File: config.mk
export PLATFORM = sky130hd
export DESIGN_NAME = goertzel_tone_magnitude_unit
export DESIGN_NICKNAME = d
export VERILOG_FILES = /design/src/sv/gtm_pkg.sv /design/src/sv/goertzel_tone_magnitude_unit.sv
export SDC_FILE = /design/constraint.sdc
export NUM_CORES = 2
export LEC_CHECK = 0
export ABC_CLOCK_PERIOD_IN_PS = 11540
export BUFFER_PORTS_ARGS = -buffer_cell sky130_fd_sc_hd__buf_2
export CAP_MARGIN = 0
export CORE_ASPECT_RATIO = 0.75
export CORE_UTILIZATION = 55
export DETAILED_ROUTE_END_ITERATION = 6
export PLACE_DENSITY_LB_ADDON = 0.2
export SYNTH_ARGS = -nofsm -noshare
export SYNTH_HDL_FRONTEND = slang
export SYNTH_SLANG_ARGS = --single-unit
File: constraint.sdc
create_clock -name i_clk -period 11.54 [get_ports i_clk]
set_input_delay 0.577 -clock i_clk [delete_from_list [all_inputs] [get_ports i_clk]]
set_output_delay 0.577 -clock i_clk [all_outputs]
set_load 0.005 [all_outputs]
File: src/sv/gtm_pkg.sv
// Package for the Goertzel tone magnitude unit.
// Holds widths, register indexes, reset values and the sequencer state type.
// No dependencies.
package gtm_pkg;

    localparam int SAMPLE_W  = 16;
    localparam int ACC_W     = 40;
    localparam int COEF_W    = 16;
    localparam int BLEN_W    = 13;
    localparam int MAG_W     = 16;
    localparam int CFG_IDX_W = 4;
    localparam int CFG_W     = 16;
    localparam int MAX_BLOCK = 4096;

    localparam int MUL_A_W   = ACC_W;
    localparam int MUL_B_W   = COEF_W + 1;
    localparam int PROD_W    = MUL_A_W + MUL_B_W;
    localparam int SUM_W     = 65;
    localparam int ROOT_W    = 32;

    localparam logic [CFG_IDX_W-1:0] CFG_TWO_COS   = CFG_IDX_W'(0);
    localparam logic [CFG_IDX_W-1:0] CFG_COS       = CFG_IDX_W'(1);
    localparam logic [CFG_IDX_W-1:0] CFG_SIN       = CFG_IDX_W'(2);
    localparam logic [CFG_IDX_W-1:0] CFG_BLOCK_LEN = CFG_IDX_W'(3);

    localparam logic signed [COEF_W-1:0] RST_TWO_COS   = -16'sd23170;
    localparam logic signed [COEF_W-1:0] RST_COS       = -16'sd23170;
    localparam logic signed [COEF_W-1:0] RST_SIN       = 16'sd23170;
    localparam logic        [BLEN_W-1:0] RST_BLOCK_LEN = BLEN_W'(120);

    typedef enum logic [3:0] {
        ST_IDLE,
        ST_MAC,
        ST_UPD,
        ST_MCOS,
        ST_RE,
        ST_IM,
        ST_SQM,
        ST_SQA,
        ST_RINIT,
        ST_ROOT,
        ST_DIV,
        ST_EMIT
    } t_state;

endpackage

File: src/sv/goertzel_tone_magnitude_unit.sv
// Goertzel single-bin tone magnitude unit, top level.
// Depends on gtm_pkg for widths, register indexes and the state type.
// Per sample: accept, multiply, update; the shared 40x17 multiplier sets the pace.
// Block end: rotate, square/accumulate, check, 32 square-root steps, 32 divide steps,
// output load (an overflow skips to it); then the output register holds it.
// Reset (synchronous, i_rst_n low) restores register defaults and clears the recursion state.
module goertzel_tone_magnitude_unit (
    input  logic                            i_clk,
    input  logic                            i_rst_n,
    input  logic                            i_cfg_we,
    input  logic [gtm_pkg::CFG_IDX_W-1:0]   i_cfg_idx,
    input  logic [gtm_pkg::CFG_W-1:0]       i_cfg_data,
    input  logic                            s_axis_tvalid,
    output logic                            s_axis_tready,
    input  logic [gtm_pkg::SAMPLE_W-1:0]    s_axis_tdata,   // [15:0] sample
    output logic                            m_axis_tvalid,
    input  logic                            m_axis_tready,
    output logic [gtm_pkg::MAG_W-1:0]       m_axis_tdata,   // [15:0] magnitude
    output logic                            m_axis_tuser    // [0] saturated
);
    import gtm_pkg::*;

    t_state r_state, n_state;

    logic signed [COEF_W-1:0] r_two_cos, r_cos, r_sin;
    logic        [BLEN_W-1:0] r_blen;
    logic        [BLEN_W-1:0] w_n;

    logic signed [ACC_W-1:0]  r_d1, r_d2;
    logic        [BLEN_W-1:0] r_cnt;
    logic        [BLEN_W-1:0] w_cnt_inc;
    logic signed [ACC_W-1:0]  w_q0;
    logic signed [SAMPLE_W-1:0] r_sample;

    logic signed [MUL_A_W-1:0] w_mul_a;
    logic signed [MUL_B_W-1:0] w_mul_b;
    logic signed [PROD_W-1:0]  w_prod, r_prod;

    logic signed [ACC_W+1:0]  r_re;
    logic signed [ACC_W+1:0]  w_im;
    logic        [ACC_W+1:0]  w_abs_re, w_abs_im;
    logic                     w_big;
    logic        [ROOT_W-1:0] r_a, r_b;
    logic        [SUM_W-1:0]  r_sum, w_addend;

    logic        [4:0]        r_iter;
    logic        [63:0]       r_rad;
    logic        [ROOT_W:0]   r_rem;
    logic        [ROOT_W-1:0] r_root;
    logic        [ROOT_W+2:0] w_rem_sh, w_trial, w_rem_sub;
    logic                     w_root_ge;

    logic        [ROOT_W-1:0] r_dvd;
    logic        [BLEN_W-1:0] r_drem;
    logic        [BLEN_W:0]   w_dsh;
    logic                     w_div_ge;

    logic                     r_pend_sat;
    logic                     r_out_valid;
    logic        [MAG_W-1:0]  r_out_mag;
    logic                     r_out_sat;
    logic                     w_out_free;
    logic                     w_blk_end;

    // effective block length
    always_comb begin
        if (r_blen == '0) begin
            w_n = BLEN_W'(1);
        end else if (r_blen > BLEN_W'(MAX_BLOCK)) begin
            w_n = BLEN_W'(MAX_BLOCK);
        end else begin
            w_n = r_blen;
        end
    end

    assign w_cnt_inc  = r_cnt + BLEN_W'(1);
    assign w_blk_end  = (w_cnt_inc >= w_n);
    assign w_q0       = r_prod[ACC_W+13:14] - r_d2
                        + {{(ACC_W-SAMPLE_W){r_sample[SAMPLE_W-1]}}, r_sample};
    assign w_prod     = w_mul_a * w_mul_b;
    assign w_out_free = !r_out_valid || m_axis_tready;

    assign w_im     = r_prod[PROD_W-1:15];
    assign w_abs_re = r_re[ACC_W+1] ? (ACC_W+2)'(-r_re) : r_re;
    assign w_abs_im = w_im[ACC_W+1] ? (ACC_W+2)'(-w_im) : w_im;
    assign w_big    = (w_abs_re[ACC_W+1:ROOT_W] != '0) || (w_abs_im[ACC_W+1:ROOT_W] != '0);

    assign w_addend = r_iter[0] ? {1'b0, r_prod[47:0], 16'b0} : {17'b0, r_prod[47:0]};

    assign w_rem_sh  = {r_rem, r_rad[63:62]};
    assign w_trial   = {1'b0, r_root, 2'b01};
    assign w_root_ge = (w_rem_sh >= w_trial);
    assign w_rem_sub = w_rem_sh - w_trial;

    assign w_dsh    = {r_drem, r_dvd[ROOT_W-1]};
    assign w_div_ge = (w_dsh >= {1'b0, w_n});

    // next state
    always_comb begin
        n_state = r_state;
        unique case (r_state)
            ST_IDLE:  if (s_axis_tvalid) n_state = ST_MAC;
            ST_MAC:   n_state = ST_UPD;
            ST_UPD:   n_state = w_blk_end ? ST_MCOS : ST_IDLE;
            ST_MCOS:  n_state = ST_RE;
            ST_RE:    n_state = ST_IM;
            ST_IM:    n_state = w_big ? ST_EMIT : ST_SQM;
            ST_SQM:   n_state = ST_SQA;
            ST_SQA:   n_state = (r_iter[1:0] == 2'd3) ? ST_RINIT : ST_SQM;
            ST_RINIT: n_state = r_sum[SUM_W-1] ? ST_EMIT : ST_ROOT;
            ST_ROOT:  if (r_iter == 5'd0) n_state = ST_DIV;
            ST_DIV:   if (r_iter == 5'd0) n_state = ST_EMIT;
            ST_EMIT:  if (w_out_free) n_state = ST_IDLE;
            default:  n_state = ST_IDLE;
        endcase
    end

    // multiplier operand select and handshake outputs
    always_comb begin
        w_mul_a = r_d1;
        w_mul_b = {r_two_cos[COEF_W-1], r_two_cos};
        unique case (r_state)
            ST_MCOS: begin
                w_mul_a = r_d2;
                w_mul_b = {r_cos[COEF_W-1], r_cos};
            end
            ST_RE: begin
                w_mul_a = r_d2;
                w_mul_b = {r_sin[COEF_W-1], r_sin};
            end
            ST_SQM: begin
                case (r_iter[1:0])
                    2'd0: begin
                        w_mul_a = {8'b0, r_a};
                        w_mul_b = {1'b0, r_a[15:0]};
                    end
                    2'd1: begin
                        w_mul_a = {8'b0, r_a};
                        w_mul_b = {1'b0, r_a[31:16]};
                    end
                    2'd2: begin
                        w_mul_a = {8'b0, r_b};
                        w_mul_b = {1'b0, r_b[15:0]};
                    end
                    default: begin
                        w_mul_a = {8'b0, r_b};
                        w_mul_b = {1'b0, r_b[31:16]};
                    end
                endcase
            end
            default: begin
                w_mul_a = r_d1;
                w_mul_b = {r_two_cos[COEF_W-1], r_two_cos};
            end
        endcase
    end

    assign s_axis_tready = (r_state == ST_IDLE);
    assign m_axis_tvalid = r_out_valid;
    assign m_axis_tdata  = r_out_mag;
    assign m_axis_tuser  = r_out_sat;

    // control, configuration and recursion state
    always_ff @(posedge i_clk) begin
        if (!i_rst_n) begin
            r_state     <= ST_IDLE;
            r_two_cos   <= RST_TWO_COS;
            r_cos       <= RST_COS;
            r_sin       <= RST_SIN;
            r_blen      <= RST_BLOCK_LEN;
            r_d1        <= '0;
            r_d2        <= '0;
            r_cnt       <= '0;
            r_iter      <= '0;
            r_out_valid <= 1'b0;
        end else begin
            r_state <= n_state;
            if (i_cfg_we) begin
                unique case (i_cfg_idx)
                    CFG_TWO_COS:   r_two_cos <= i_cfg_data;
                    CFG_COS:       r_cos     <= i_cfg_data;
                    CFG_SIN:       r_sin     <= i_cfg_data;
                    CFG_BLOCK_LEN: r_blen    <= i_cfg_data[BLEN_W-1:0];
                    default: ;
                endcase
            end
            if (r_state == ST_EMIT && w_out_free) begin
                r_out_valid <= 1'b1;
            end else if (m_axis_tready) begin
                r_out_valid <= 1'b0;
            end
            case (r_state)
                ST_UPD: begin
                    r_d2  <= r_d1;
                    r_d1  <= w_q0;
                    r_cnt <= w_blk_end ? '0 : w_cnt_inc;
                end
                ST_IM: begin
                    r_d1   <= '0;
                    r_d2   <= '0;
                    r_iter <= '0;
                end
                ST_SQA:  r_iter <= r_iter + 5'd1;
                ST_RINIT: r_iter <= 5'd31;
                ST_ROOT: r_iter <= r_iter - 5'd1;
                ST_DIV:  r_iter <= r_iter - 5'd1;
                default: ;
            endcase
        end
    end

    // datapath payload
    always_ff @(posedge i_clk) begin
        if (r_state == ST_IDLE && s_axis_tvalid) r_sample <= s_axis_tdata;
        r_prod <= w_prod;
        case (r_state)
            ST_RE: r_re <= {{2{r_d1[ACC_W-1]}}, r_d1} - r_prod[PROD_W-1:15];
            ST_IM: begin
                r_a        <= w_abs_re[ROOT_W-1:0];
                r_b        <= w_abs_im[ROOT_W-1:0];
                r_sum      <= '0;
                r_pend_sat <= w_big;
            end
            ST_SQA: r_sum <= r_sum + w_addend;
            ST_RINIT: begin
                r_pend_sat <= r_sum[SUM_W-1];
                r_rad      <= r_sum[63:0];
                r_rem      <= '0;
                r_root     <= '0;
            end
            ST_ROOT: begin
                r_rad <= {r_rad[61:0], 2'b00};
                if (w_root_ge) begin
                    r_rem  <= w_rem_sub[ROOT_W:0];
                    r_root <= {r_root[ROOT_W-2:0], 1'b1};
                end else begin
                    r_rem  <= w_rem_sh[ROOT_W:0];
                    r_root <= {r_root[ROOT_W-2:0], 1'b0};
                end
                if (r_iter == 5'd0) begin
                    r_drem <= '0;
                    r_dvd  <= w_root_ge ? {r_root[ROOT_W-2:0], 1'b1}
                                        : {r_root[ROOT_W-2:0], 1'b0};
                end
            end
            ST_DIV: begin
                if (w_div_ge) begin
                    r_drem <= BLEN_W'(w_dsh - {1'b0, w_n});
                    r_dvd  <= {r_dvd[ROOT_W-2:0], 1'b1};
                end else begin
                    r_drem <= w_dsh[BLEN_W-1:0];
                    r_dvd  <= {r_dvd[ROOT_W-2:0], 1'b0};
                end
            end
            ST_EMIT: begin
                if (w_out_free) begin
                    if (r_pend_sat || (r_dvd[ROOT_W-1:MAG_W] != '0)) begin
                        r_out_mag <= '1;
                        r_out_sat <= 1'b1;
                    end else begin
                        r_out_mag <= r_dvd[MAG_W-1:0];
                        r_out_sat <= 1'b0;
                    end
                end
            end
            default: ;
        endcase
    end

endmodule

==> key figures <==
Layout
  • Synthesis-to-finish area growth: 6.53%
  • Commonest cells after routing, fill and taps aside: 1108 x nand2_1, 993 x inv_1, 684 x fa_1
  • Most common cell after layout, fill and taps aside: nand2_1
  • Share of cells above drive strength 1: slightly below 5%
  • Nets: 7780

STA
  • Fin crit share: 90.2%
  • Final Hold Vio Count: 0
  • Final Max Tran Viols: 0
  • Crit path time final: approximately 10000 ps
  • Slew @ Worst Pin: 1250 ps
  • Final TNS setup: 0 ps
  • RSZ-0062 raised after global routing: false
  • Worst clock skew: between 20 and 25 ps
  • Fmax: approximately 0.096 GHz
  • Slew headroom: 16.1%
  • Final setup violation count: 0

Clocking
  • CTS buffer count: 56
  • Htree depth: 2
  • CTS tree: yes
  • CTS Buffer Depth: 3
  • Setup Buffers After CTS: 0
  • Cts hold-fix bufs: 0
  • CTS clk-pin slew, worst paths: approximately 70 ps
  • Clock sink count: 600
  • Worst-Skew Late Latency: 660 ps
  • Root Buffer: clkbuf_16
  • Post-cts sizing count: 0

Drt
  • Via count: roughly 48000
  • DR iter-0 viols: 5135
  • DRC Markers: 0
  • Met3 routed WL: 18600 um
  • DR WL met2: 73400 um
  • DR WL/cell: 21.8 um
  • Vias per cell: between 5 and 6
  • DR top layer: met4
  • Met1 WL: just over 80000 um
  • Post-route ant nets: 0
  • Drt total wl: between 150000 and 200000 um
  • DRT Pass-1 Iters: 7

Die
  • I/O Pins: 60
  • Initial Utilization: a little under three fifths
  • Die ar.: 110000 sq um
  • # rows: 104
  • Total core area: 107000 sq um
  • Chip height: 287 um
  • Die Wd: 382 um

Placed design
  • Dpl hpwl: 143000 um
  • GPL Wtd Cong: 0.984
  • Port Buffers: 59

Worst hold path
  • Path category of the worst min-delay check: in -> reg

Logic synthesis
  • Asr flop ratio synth: 0%
  • Post-synth EDFFs: 379
  • Netlist cell types: 83
  • Avg Cell Area, Syn: just under 9 sq um
  • Seq/Total Area, Yosys: between 20% and 30%
  • Mapped Nets: slightly below 8000
  • Seq cells post-synth: 600
  • Yosys warns: 0
  • Synth Cell Area: 59700 sq um
  • Synth Instances: between 6000 and 7000
  • Main synth FF type: edfxtp_1

Critical path
  • CP delay by family, top: compound AO/OA/AOI/OAI gates
  • Slowest cell delay on critical path: 900 ps
  • CP required: 12130 ps
  • WP data arrival: 11000 ps
  • Crit end category: register
  • Critical path start-end classification: reg -> reg
  • CP Max Fanout: 39
  • Startpoint types: register
  • WP buf/inv: 7
  • Critical-path top delay cell: dfxtp_1
  • Critical path's most frequent cell: fa_1

GRT
  • Largest net degree at the start of global routing: 87
  • GR Util All Layers: 32.9%
  • Initial antenna violation count: 2
  • Overflow after GRT: 0
  • Vias in the first global route: 45700
  • First-pass GRT wire length: 278000 um

Run
  • Max cap viols: 0

Outcome
  • Outcome: finished clean
-- Yosys cell counts (19+ instances only) --
cell         n  area share [%]
a211oi_1    41            0.52
a21o_1     141             1.8
a21oi_1    336             2.8
a221o_1     33            0.55
a221oi_1    39            0.57
a22oi_1     19            0.24
a31oi_1     38            0.40
and2_1      20            0.21
and3_1      33            0.35
buf_1       24            0.15
clkbuf_1   271             1.7
dfxtp_1    221             7.4
edfxtp_1   379              19
fa_1       684              23
ha_1       342             7.2
inv_1      996             6.3
mux2i_1     73             1.2
nand2_1   1111             7.0
nand2b_1    56            0.59
nand3_1     95            0.80
nand4_1     49            0.51
nor2_1     681             4.3
nor2b_1     50            0.52
nor3_1      70            0.59
nor4_1      32            0.34
o211ai_1    20            0.25
o21a_1      38            0.48
o21ai_0    210             1.8
o21ai_1     41            0.34
o21bai_1    35            0.44
o31ai_1     31            0.39
or3_1       24            0.25
xnor2_1    203             3.0
xor2_1      93             1.4
-- layer usage --
metal  vias up  GRT usage (%)
met5         -              0
met4         0           6.42
met3       251           8.20
met2      2165           46.5
met1     23700           50.8
li1      22200              -
-- path summary, 6_finish.rpt --
path                   start     endpoint  cells past startpoint  slack [ps]
max reg2reg       r_state[0]   r_prod[56]                     28        1130
min          s_axis_tdata[6]  r_sample[6]                      1         100
min reg2reg         r_sin[0]     r_sin[0]                      2         460
max               r_state[0]   r_prod[56]                     28        1130
-- flip-flops by register name, summed over array words and instances (netlist names), 13 cells and up --
register	cells
r_drem	13
r_d2	40
r_root	32
r_re	42
r_sum	65
r_sin	16
r_sample	16
r_two_cos	16
r_cnt	13
r_prod	57
r_rem	33
r_d1	40
r_a	32
r_b	32
r_cos	16
r_blen	13
r_dvd	32
r_rad	64
m_axis_tdata	16
-- area by class of cell --
| class | count | area (sq um) |
|---|---|---|
| well taps | 1431 | 1790 |
| inverters | 998 | 3750 |
| diodes | 11 | 27.5 |
| multi-input cells | 4892 | 39100 |
| clock buffers | 71 | 1550 |
| clock inverters | 33 | 390 |
| fillers | 9545 | 43800 |
| flip-flops and latches | 600 | 15800 |
| repair buffers | 165 | 1100 |
-- worst reg2reg max path, delay by kind of cell, from the launching register on --
| kind | cells | cell delay [ps] |
|---|---|---|
| DFF | 1 | 900 |
| and+or+nand+nor | 4 | 1280 |
| adders and majority gates | 7 | 3470 |
| buffers and inverters | 7 | 1000 |
| xor gates and xnor gates | 1 | 130 |
| AOI/OAI and AO/OA | 9 | 3560 |
-- per-stage QoR --
| step | instance area (sq um) | instances | hold WS [ps] | setup slack (ps) | util [%] |
|---|---|---|---|---|---|
| CTS | 63500 | 8190 | 61.5 | 1240 | 59.2 |
| detailed placement | 61600 | 8086 | 448 | 1280 | 57.4 |
| floorplan | 59700 | 6786 | 436 | 3060 | - |
| global route | 63500 | 8190 | 75.6 | 554 | 59.2 |
| global placement | 61600 | 8086 | 442 | 1310 | 57.4 |
| finish | 63600 | 8201 | 99.7 | 1130 | 59.2 |
-- cells by family (layout without fill, tap and decap cells) --
kind of cell | Yosys count | after routing | share of synthesized area [%]
flip-flops | 600 | 600 | 26.5
other | 0 | 11 | 0
adder cells (fa/ha/maj) | 1028 | 1028 | 30.2
XOR/XNOR | 296 | 296 | 4.35
AO/OA/AOI/OAI | 1179 | 1179 | 12.9
multiplexers | 92 | 92 | 1.58
AND/OR/NAND/NOR | 2297 | 2297 | 16.4
buffers and inverters | 1294 | 1267 | 8.15
Power is left out: the tool's default activity adds up to more than one toggle a clock period on the data nets, which glitch-free logic cannot reach.
